==> src/design/pbgi_pkg.sv <==
`default_nettype none
// ----------------------------------------------------------------------------
// pbgi_pkg: shared types and constants of the periodic bicubic interpolator
// Command word from the controller, item and register codes, Hermite tables.
// ----------------------------------------------------------------------------
package pbgi_pkg;

    localparam int GRID_X_MAX_DEF = 64;
    localparam int GRID_Y_MAX_DEF = 64;
    localparam int FRAC_BITS_DEF  = 16;

    localparam int CFG_IDX_W  = 3;
    localparam int CFG_DATA_W = 7;

    localparam logic [CFG_IDX_W-1:0] CFG_GRID_WIDTH  = 3'd0;
    localparam logic [CFG_IDX_W-1:0] CFG_GRID_HEIGHT = 3'd1;
    localparam logic [CFG_IDX_W-1:0] CFG_CENTRAL     = 3'd2;
    localparam logic [CFG_IDX_W-1:0] CFG_XS_GIVEN    = 3'd3;
    localparam logic [CFG_IDX_W-1:0] CFG_YS_GIVEN    = 3'd4;

    localparam logic OP_WRITE = 1'b0;
    localparam logic OP_EVAL  = 1'b1;

    // neighbor read codes within one corner
    localparam logic [2:0] SUB_CTR = 3'd0;
    localparam logic [2:0] SUB_XP  = 3'd1;
    localparam logic [2:0] SUB_XM  = 3'd2;
    localparam logic [2:0] SUB_YP  = 3'd3;
    localparam logic [2:0] SUB_YM  = 3'd4;

    // term kinds of a corner
    localparam logic [1:0] KIND_VAL = 2'd0;
    localparam logic [1:0] KIND_SX  = 2'd1;
    localparam logic [1:0] KIND_SY  = 2'd2;

    typedef enum logic [2:0] {
        ST_IDLE,
        ST_WRAP,
        ST_READ,
        ST_COEF,
        ST_HORN,
        ST_DONE
    } t_state;

    typedef struct packed {
        logic       store;
        logic       load_query;
        logic       rem_step;
        logic       rd_en;
        logic [1:0] rd_corner;
        logic [2:0] rd_sub;
        logic       coef_en;
        logic [1:0] coef_corner;
        logic [1:0] coef_kind;
        logic       horn_inner;
        logic       horn_outer;
        logic [1:0] horn_i;
        logic [1:0] horn_j;
        logic       out_load;
    } t_cmd;

    localparam logic signed [2:0] HV [2][4] = '{
        '{3'sd1, 3'sd0, -3'sd3, 3'sd2},
        '{3'sd0, 3'sd0, 3'sd3, -3'sd2}
    };
    localparam logic signed [2:0] HS [2][4] = '{
        '{3'sd0, 3'sd1, -3'sd2, 3'sd1},
        '{3'sd0, 3'sd0, -3'sd1, 3'sd1}
    };

    // weight of one corner term in coefficient c[i][j]
    function automatic logic signed [4:0] f_coef(input logic [1:0] corner,
                                                 input logic [1:0] kind,
                                                 input logic [1:0] i,
                                                 input logic [1:0] j);
        logic signed [4:0] a;
        logic signed [4:0] b;
        unique case (kind)
            KIND_SX: begin
                a = 5'(HS[corner[1]][i]);
                b = 5'(HV[corner[0]][j]);
            end
            KIND_SY: begin
                a = 5'(HV[corner[1]][i]);
                b = 5'(HS[corner[0]][j]);
            end
            default: begin
                a = 5'(HV[corner[1]][i]);
                b = 5'(HV[corner[0]][j]);
            end
        endcase
        return 5'(a * b);
    endfunction

    // k*(k-1) for a Horner index
    function automatic logic [2:0] f_kk(input logic [1:0] k);
        unique case (k)
            2'd3:    return 3'd6;
            2'd2:    return 3'd2;
            default: return 3'd0;
        endcase
    endfunction

endpackage
`default_nettype wire

==> src/design/pbgi_ctrl.sv <==
`default_nettype none
// ----------------------------------------------------------------------------
// pbgi_ctrl: sequencer of the bicubic interpolator
// Walks wrap, gather, coefficient and Horner phases; owns the output valid.
// ----------------------------------------------------------------------------
module pbgi_ctrl import pbgi_pkg::*; #(
    parameter int FRAC_BITS = FRAC_BITS_DEF
) (
    input  wire logic i_clk,
    input  wire logic i_rst_n,
    input  wire logic i_in_valid,
    input  wire logic i_op,
    input  wire logic i_out_ready,
    output logic      o_in_ready,
    output logic      o_out_valid,
    output t_cmd      o_cmd
);
    localparam int IB   = 32 - FRAC_BITS;
    localparam int CNTW = $clog2(IB);

    t_state            r_state, n_state;
    logic [CNTW-1:0]   r_cnt, n_cnt;
    logic [1:0]        r_a, n_a;
    logic [2:0]        r_b, n_b;
    logic              r_outer, n_outer;
    logic              r_ovalid, n_ovalid;

    always_ff @(posedge i_clk) begin
        if (!i_rst_n) begin
            r_state  <= ST_IDLE;
            r_cnt    <= '0;
            r_a      <= '0;
            r_b      <= '0;
            r_outer  <= 1'b0;
            r_ovalid <= 1'b0;
        end else begin
            r_state  <= n_state;
            r_cnt    <= n_cnt;
            r_a      <= n_a;
            r_b      <= n_b;
            r_outer  <= n_outer;
            r_ovalid <= n_ovalid;
        end
    end

    always_comb begin
        n_state    = r_state;
        n_cnt      = r_cnt;
        n_a        = r_a;
        n_b        = r_b;
        n_outer    = r_outer;
        o_cmd      = '0;
        o_in_ready = 1'b0;
        unique case (r_state)
            ST_IDLE: begin
                o_in_ready = 1'b1;
                if (i_in_valid) begin
                    if (i_op == OP_EVAL) begin
                        o_cmd.load_query = 1'b1;
                        n_cnt            = '0;
                        n_state          = ST_WRAP;
                    end else begin
                        o_cmd.store = 1'b1;
                    end
                end
            end
            ST_WRAP: begin
                o_cmd.rem_step = 1'b1;
                n_cnt          = r_cnt + CNTW'(1);
                if (r_cnt == CNTW'(IB - 1)) begin
                    n_a     = '0;
                    n_b     = SUB_CTR;
                    n_state = ST_READ;
                end
            end
            ST_READ: begin
                o_cmd.rd_en     = 1'b1;
                o_cmd.rd_corner = r_a;
                o_cmd.rd_sub    = r_b;
                if (r_b == SUB_YM) begin
                    n_b = SUB_CTR;
                    n_a = r_a + 2'd1;
                    if (r_a == 2'd3) begin
                        n_b     = {1'b0, KIND_VAL};
                        n_state = ST_COEF;
                    end
                end else begin
                    n_b = r_b + 3'd1;
                end
            end
            ST_COEF: begin
                o_cmd.coef_en     = 1'b1;
                o_cmd.coef_corner = r_a;
                o_cmd.coef_kind   = r_b[1:0];
                if (r_b[1:0] == KIND_SY) begin
                    n_b = {1'b0, KIND_VAL};
                    n_a = r_a + 2'd1;
                    if (r_a == 2'd3) begin
                        n_a     = 2'd3;
                        n_b     = 3'd3;
                        n_outer = 1'b0;
                        n_state = ST_HORN;
                    end
                end else begin
                    n_b = r_b + 3'd1;
                end
            end
            ST_HORN: begin
                o_cmd.horn_i = r_a;
                o_cmd.horn_j = r_b[1:0];
                if (!r_outer) begin
                    o_cmd.horn_inner = 1'b1;
                    if (r_b[1:0] == 2'd0) begin
                        n_outer = 1'b1;
                    end else begin
                        n_b = r_b - 3'd1;
                    end
                end else begin
                    o_cmd.horn_outer = 1'b1;
                    n_outer          = 1'b0;
                    n_b              = 3'd3;
                    if (r_a == 2'd0) begin
                        n_state = ST_DONE;
                    end else begin
                        n_a = r_a - 2'd1;
                    end
                end
            end
            ST_DONE: begin
                if (!r_ovalid || i_out_ready) begin
                    o_cmd.out_load = 1'b1;
                    n_state        = ST_IDLE;
                end
            end
            default: begin
                n_state = ST_IDLE;
            end
        endcase
    end

    always_comb begin
        if (o_cmd.out_load) begin
            n_ovalid = 1'b1;
        end else if (r_ovalid && i_out_ready) begin
            n_ovalid = 1'b0;
        end else begin
            n_ovalid = r_ovalid;
        end
    end

    assign o_out_valid = r_ovalid;

endmodule
`default_nettype wire

==> config.mk <==
export PLATFORM = sky130hd
export DESIGN_NAME = pbgi_ctrl
export DESIGN_NICKNAME = d
export VERILOG_FILES = /design/src/design/pbgi_pkg.sv /design/src/design/pbgi_ctrl.sv
export SDC_FILE = /design/constraint.sdc
export NUM_CORES = 1
export LEC_CHECK = 0
export BUFFER_PORTS_ARGS = -buffer_cell sky130_fd_sc_hd__buf_4
export CORE_AREA = 2 2 50 52
export DETAILED_ROUTE_END_ITERATION = 10
export DIE_AREA = 0 0 52 54
export GPL_ROUTABILITY_DRIVEN = 0
export HOLD_SLACK_MARGIN = 0.15
export PLACE_DENSITY = 0.76
export SLEW_MARGIN = 20
export SYNTH_ARGS = -nofsm -noshare
export SYNTH_HDL_FRONTEND = slang
export SYNTH_SLANG_ARGS = --single-unit
==> constraint.sdc <==
create_clock -name i_clk -period 2.6 [get_ports i_clk]
set_input_delay 0.39 -clock i_clk [delete_from_list [all_inputs] [get_ports i_clk]]
set_output_delay 0.39 -clock i_clk [all_outputs]
set_load 0.01 [all_outputs]
==> summary.md, run 1 <==
Once layout is complete, the utilization of the core stands at 60.3%. The synthesized cell area was 1170 um2; the clock insertion delay at the later pin of the skew report was 0.28 ns. Global routing used 22.9% of the available tracks across all layers.

The critical path is of the reg2out type. In this run the critical register-to-register path is launched from r_state[0]. The run gives 0.56 ns as the setup slack of the most critical reg-to-reg path. After synthesis, the cell types taking the most area are sky130_fd_sc_hd__dfxtp_1, sky130_fd_sc_hd__ha_1, sky130_fd_sc_hd__nor3_1. Headroom to the max-slew limit came out at 46.6%. Among all cell types in the netlist, the one instantiated most often is sky130_fd_sc_hd__dfxtp_1. Cell area power density: 621 nW/um2. The tree is rooted in a sky130_fd_sc_hd__clkbuf_4.

The dominant register cell in the synthesized netlist is sky130_fd_sc_hd__dfxtp_1. The via count of the first global-routing pass came out at 1,013. The final-layout fill cell count came out at 214. TritonCTS built the clock tree.

Total count of hold-check failures in the final report: 0. The number of unique standard cell types used by synthesis was 48; the number of sinks driven by the clock tree was 14. The count of nets after finishing is 185. The final critical path takes up 86.8% of the cycle.

The number of clock buffers added by TritonCTS is 3. The highest fanout seen on the critical path was 24; the standard-cell row count was 18. After the flow finishes, the layout carries non-filler instances totaling 198.

The proportion of netlist area held by the largest area contributor is 23.9%, and the final routed wire length divided by cell count is 14.3 um. The category of the worst setup path capture point is a primary output. Once placement completed, the tool counted placed cells totaling 194.

In the synthesized netlist the async set-or-reset flop fraction comes to 0%. Number of iterations in the first detailed-routing pass: 4. The transition time of the tightest slew-check pin is 0.800 ns. Data on the critical path arrives at its endpoint at 1.87 ns. In this run, the number of DRC markers left after iteration 0 of detailed routing was 39.

Prior to clock tree synthesis, the placed netlist has a worst setup slack of 0.617 ns. The type of the tightest min-delay check was in2reg. For the via count, the log shows 1,161.

Data on the critical path is required at its endpoint by 2.21 ns. Summed over all instances, the cell type with the most area after synthesis is sky130_fd_sc_hd__dfxtp_1. The clock arrives with 0.00364 ns of skew.

Max-cap violations in this run came to 0. The die covers 2810 um2. Dividing the detail-routed via count by the number of cells gives 5.86.

The number of max-slew violations in the final report was 0; the number of buffers inserted by hold repair at cts was 0. Setup violations remaining at the end of the flow were counted as 0. Initial cell density of the core: 50.6%.

The remaining antenna violation count after routing was 0; the final antenna diode count was 0. In the final layout, the share of cells above drive strength 1 is 22.6%. The commonest cells after synthesis are sky130_fd_sc_hd__dfxtp_1, sky130_fd_sc_hd__ha_1, sky130_fd_sc_hd__nor2_1, sky130_fd_sc_hd__nor3_1, sky130_fd_sc_hd__a21oi_1. The highest clock frequency the design can meet is 443 MHz. The final period demand of the worst path came out at 2.26 ns. The final total negative setup slack is 0 ns. Setup repair after global routing left no endpoint under its margin. The total overflow reported by the global router is 0. Final hold analysis gives a worst-case slack of 0.342 ns. Entering global routing, the biggest net connects 25 pins. The most critical setup path has its startpoint at r_state[0]. STA classifies the critical path startpoint as a flop. Synthesis handed over a netlist of 146 instances. The initial antenna violation count is 0. The run finished with clean final reports. The buffer levels on the longest clock path was 2; the count of yosys warnings during synthesis was 0. The horizontal die dimension works out to 52 um. The synthesized design contains 0 enable-type register cells.

A synthesized cell averages 8.05 um2. After detailed routing, the number of remaining DRC violations is 0. The detailed placement HPWL is 2.08 mm, and the static power due to leakage is 0.566 nW.

The net count after synthesis is 162, and the peak ir drop on the vdd network is 0.425 mV. For the H-tree depth reported by CTS, the log shows 1. The final worst setup slack is 0.342 ns, and the flop and latch count out of synthesis is 14. Sequential elements use 23.9% of the synthesized area. In this run the standard cell core region covers 2320 um2. The run gives 0 as the count of cells resized by post-cts repair.

The post-CTS setup-driven buffer insertion count was 0. The die is 54 um tall. Clock-pin slew was measured on the worst setup and hold paths at 0.09 ns. The number of I/O port buffers was 27; the layout-stage area growth over the synthesis result was 19.1%. The first global-routing pass estimated 4.82 mm of wire.

Pin placement for this block handled 28 I/O pins. Source of the worst hold timing path: i_rst_n. The routed design has 2.84 mm of wire.
[worst max-delay path, stage by stage, from the launching register on]
cell and delay (ns):
sky130_fd_sc_hd__dfxtp_1 0.85, sky130_fd_sc_hd__or3b_1 0.50, sky130_fd_sc_hd__nor2_1 0.08, sky130_fd_sc_hd__buf_4 0.15
[registers in the layout, indices dropped and copies added (netlist names)]
register     flops
r_a              2
o_out_valid      1
r_b              3
r_outer          1
r_cnt            4
r_state          3
[final timing paths]
kind,to,cells after the start
setup / recovery,o_cmd[1],3
setup reg to reg,r_state[1],4
hold reg to reg,r_cnt[1],2
hold / removal,r_state[1],2
[report_power, final]
part | leakage (nW) | total [mW] | internal, mW | switching [mW]
clock | 0.0210 | 0.159 | 0.0853 | 0.0741
combinational | 0.432 | 0.386 | 0.168 | 0.218
sequential | 0.114 | 0.323 | 0.244 | 0.0790
[placed cells by master (no fill, tap or decap), types with 2 or more instances in the layout]
cell type	count
sky130_fd_sc_hd__nor3_1	11
sky130_fd_sc_hd__buf_4	28
sky130_fd_sc_hd__nor2_1	11
sky130_fd_sc_hd__and2_1	2
sky130_fd_sc_hd__xnor2_1	4
sky130_fd_sc_hd__nor2b_1	4
sky130_fd_sc_hd__a41oi_1	2
sky130_fd_sc_hd__dfxtp_1	14
sky130_fd_sc_hd__nand4_1	2
sky130_fd_sc_hd__and3_1	3
sky130_fd_sc_hd__a211oi_1	2
sky130_fd_sc_hd__o21ai_0	6
sky130_fd_sc_hd__ha_1	11
sky130_fd_sc_hd__nand4bb_1	2
sky130_fd_sc_hd__inv_1	9
sky130_fd_sc_hd__nand2_1	9
sky130_fd_sc_hd__mux2i_1	2
sky130_fd_sc_hd__nand2b_1	3
sky130_fd_sc_hd__a2111oi_0	2
sky130_fd_sc_hd__a21oi_1	10
sky130_fd_sc_hd__clkbuf_4	3
sky130_fd_sc_hd__nand3_1	4
[through the flow]
step	power, mW	instance area (um2)
floorplan	0.606	1170
global placement	0.690	1360
detailed placement	0.704	1360
CTS	0.867	1400
global route	0.941	1400
finish	0.868	1400
[area by class of cell]
type	instances	area, um2	share of cell area [%]
flip-flops and latches	14	280	20.0
inverters	9	33.8	2.42
multi-input cells	113	801	57.2
repair buffers	28	210	15.0
clock buffers	4	36.3	2.59
well taps	30	37.5	2.68
[routing by layer]
| layer | global-route usage (%) | up-vias | routed length [um] |
|---|---|---|---|
| met5 | 0 | - | 0 |
| met4 | 6.14 | 0 | 0 |
| met3 | 6.39 | 0 | 160 |
| met2 | 36.9 | 37 | 1350 |
| met1 | 30.0 | 546 | 1330 |
| li1 | - | 578 | - |
[logic make-up (layout without fill, tap and decap cells)]
| logic type | count (synthesis) | count (layout) | synth area share [%] |
|---|---|---|---|
| DFF | 14 | 14 | 23.9 |
| xor gates and xnor gates | 4 | 4 | 2.98 |
| buffers and inverters | 19 | 41 | 7.99 |
| AOI/OAI and AO/OA | 37 | 37 | 23.2 |
| adders and majority gates | 11 | 11 | 11.7 |
| and+or+nand+nor | 59 | 59 | 28.5 |
| muxes | 2 | 2 | 1.70 |
Power figures use the tool's default switching activity.
==> inputs of run 2 (changes only) <==
--- a/config.mk
+++ b/config.mk
@@ -11,7 +11,7 @@
 export DIE_AREA = 0 0 52 54
 export GPL_ROUTABILITY_DRIVEN = 0
 export HOLD_SLACK_MARGIN = 0.15
-export PLACE_DENSITY = 0.76
+export PLACE_DENSITY = 0.8
 export SLEW_MARGIN = 20
 export SYNTH_ARGS = -nofsm -noshare
 export SYNTH_HDL_FRONTEND = slang
==> run 2 against run 1 <==
Compared with the run above: clock power is 21% lower; cell area down 1.5%; setup slack got worse by 0.019 ns; power down 4.4%; critical path depth stayed put; first-iteration DRC count down 2.6%; wire length shrank 1.7%; combinational power down 2%; via count down 0.34%; final cell count down 1.0%; critical path type unchanged; sequential power barely moved; utilization is 0.92 points lower.
==> summary.md, run 2 (same netlist as run 1, synthesis figures left out) <==
For the detailed placement HPWL, the log shows 2.08 mm. Register bank with the most flops: r_cnt. The initial utilization of the core area, before any placement, comes to 50.6%. The static power due to leakage is 0.554 nW.

Overall die area: 2810 um2. Total overflow reported by the global router: 0. After routing, the total negative slack on setup checks comes to 0 ns. Worst endpoint data arrival time: 1.89 ns.

The end of the worst register-to-register path is r_a[0]. In this run the horizontal extent of the chip is 52 um. For the final-layout fill cell count, the log shows 239. For the share of the core filled with cells, the log shows 59.4%. The worst setup path is captured at a primary output. The run finished with clean final reports. The tool flagged a number of max-cap violations equal to 0. For the number of top-level pins, the log shows 28.

On the worst path, the slowest cell contributes a delay of 0.69 ns. The total count of hold-check failures in the final report came out at 0. Number of iterations in the first detailed-routing pass: 4. The first global-routing pass estimated 4.27 mm of wire. Number of max-slew violations in the final report: 0. Setup repair after global routing left no endpoint under its margin. Counting tap cells, the placed design contains a total of 193 instances. STA classifies the critical path startpoint as a flop. The placed instances occupy a cell area of 1360 um2. The tools report the count of cells resized by post-cts repair as 0. The remaining antenna violation count after routing was 0. Buffers placed on the I/O ports in this run total 27. The tools report the source of the worst hold timing path as i_rst_n. Along the worst path, the maximum fanout reaches 19. TritonCTS built the clock tree.

Leaving out fill and tap cells, the most frequent cell in the layout is sky130_fd_sc_hd__buf_4. Clock insertion delay at the later pin of the skew report: 0.28 ns. At the pin with the least slew margin, the transition time is 0.787 ns. Global routing used 20.6% of the available tracks across all layers. For this run, the number of standard cells in the final layout without fillers is 196.

The clock period could shrink to 2.28 ns. Clock tree synthesis found a total of 14 sinks. In the routed layout, each cell is associated on average with a via count of 5.90. Measured in cells, the most critical reg-to-reg path has a length of 4. The final layout contains routed wiring with a total length of 2.79 mm. The via count of the first global-routing pass was 947; the fraction of final layout cells sized beyond drive strength 1 was 21.7%. The critical path in this run is classified as reg2out. Measured against its own limit, the worst slew margin works out to 47.5%. Number of buffers inserted by hold repair at cts: 0. The signal on the critical path passes through or3b_1 > nor2_1 > buf_4. The worst-case IR drop observed on VDD is 0.295 mV. After detailed routing, the number of remaining DRC violations is 0. In the layout the commonest cells are sky130_fd_sc_hd__buf_4, sky130_fd_sc_hd__dfxtp_1, sky130_fd_sc_hd__nor3_1, sky130_fd_sc_hd__nor2_1, sky130_fd_sc_hd__ha_1.

For the worst path required time, the log shows 2.21 ns. Broken down by cell family, the worst path's largest delay share belongs to simple AND/OR/NAND/NOR gates. The largest registers in the layout are r_cnt (4), r_b (3), r_state (3).

The tools report the minimum setup slack after placement as 0.641 ns. In this run the critical register-to-register path is launched from r_state[0]. The initialized floorplan defines 18 standard-cell rows. The number of setup buffers added after CTS is 0. The area of all placed cells without fillers came out at 1380 um2. Relative to the synthesized area, the layout overhead comes to 17.3%.

Across all register-to-register paths, the minimum setup slack is 0.64 ns. For this design the ratio of total power to cell area is 603 nW/um2. The detailed router's first-iteration violation count is 38.

The highest clock frequency the design can meet came out at 439 MHz. The final layout contains 184 nets. The tree is rooted in a sky130_fd_sc_hd__clkbuf_4.

Clock-pin slew was measured on the worst setup and hold paths at 0.08 ns. After layout, the worst path uses 87.6% of the clock period. The worst hold path belongs to the class in2reg. Once routing completed, OpenROAD measured the worst setup slack at 0.323 ns. The count of cells along the worst hold path is 2.

Setup violations remaining at the end of the flow were counted as 0. The final routed wire length divided by cell count is 14.2 um. The path with the worst hold slack has its endpoint at r_state[1].

The number of buffers created by CTS is 3. The initial antenna violation count was 0; the via count was 1,157. The slowest stage of the critical path is the sky130_fd_sc_hd__dfxtp_1 cell.

Worst clock skew: 0.00383 ns. The flip-flop count of the largest register, all copies and words added was 4; the area of the core was 2320 um2. The run gives 1 as the H-tree depth reported by CTS. Entering global routing, the biggest net connects 25 pins.

The critical path buffer and inverter count works out to 1. The die height was 54 um. The logs give 2 for the buffer levels on the longest clock path and 0 for the final antenna diode count.
[run 2: cell types whose count changed in the layout (fill, tap and decap cells not counted)]
cell and change:
sky130_fd_sc_hd__buf_4 -1, sky130_fd_sc_hd__clkbuf_8 -1
[run 2: worst max-delay path by stage]
| stage | endpoint | cells after the start | start | slack, ns |
|---|---|---|---|---|
| floorplan | r_state[1] | 6 | r_b[0] | 0.88 |
| global placement | o_cmd[3] | 3 | r_state[2] | 0.67 |
| detailed placement | o_cmd[4] | 3 | r_state[2] | 0.64 |
| CTS | o_cmd[4] | 3 | r_state[2] | 0.33 |
| global route | o_cmd[9] | 3 | r_state[0] | 0.23 |
| finish | o_cmd[4] | 3 | r_state[2] | 0.32 |
[run 2: worst reg2reg max path: cells and delay by family, from the launching register on]
kind / cells / cell delay (ns)
AO/OA/AOI/OAI: 4 / 1.03
flip-flops: 1 / 0.84
[run 2: report_power, final]
| group | internal (mW) | switching (mW) |
|---|---|---|
| clock network | 0.0538 | 0.0726 |
| registers | 0.244 | 0.0812 |
| logic | 0.168 | 0.212 |
[run 2: layout make-up]
cell class / instances / area [um2] / share of cell area (%)
Multi-Input combinational cell: 113 / 801 / 58.1
Sequential cell: 14 / 280 / 20.3
Timing Repair Buffer: 27 / 203 / 14.7
Tap cell: 30 / 37.5 / 2.72
Inverter: 9 / 33.8 / 2.45
Clock buffer: 3 / 22.5 / 1.63
[run 2: metal layers]
metal / vias to the layer above / share of wire (%) / track usage [%]
met2: 40 / 49 / 37.1
li1: 576 / - / -
met1: 536 / 44 / 24.8
met4: 0 / 1.3 / 7.89
met5: - / 0 / 0
met3: 5 / 5.8 / 2.78
[run 2: metrics by stage]
step,hold WS [ns],power (mW)
floorplan,0.467,0.606
global placement,0.485,0.687
detailed placement,0.485,0.700
CTS,0.343,0.825
global route,0.346,0.890
finish,0.345,0.830
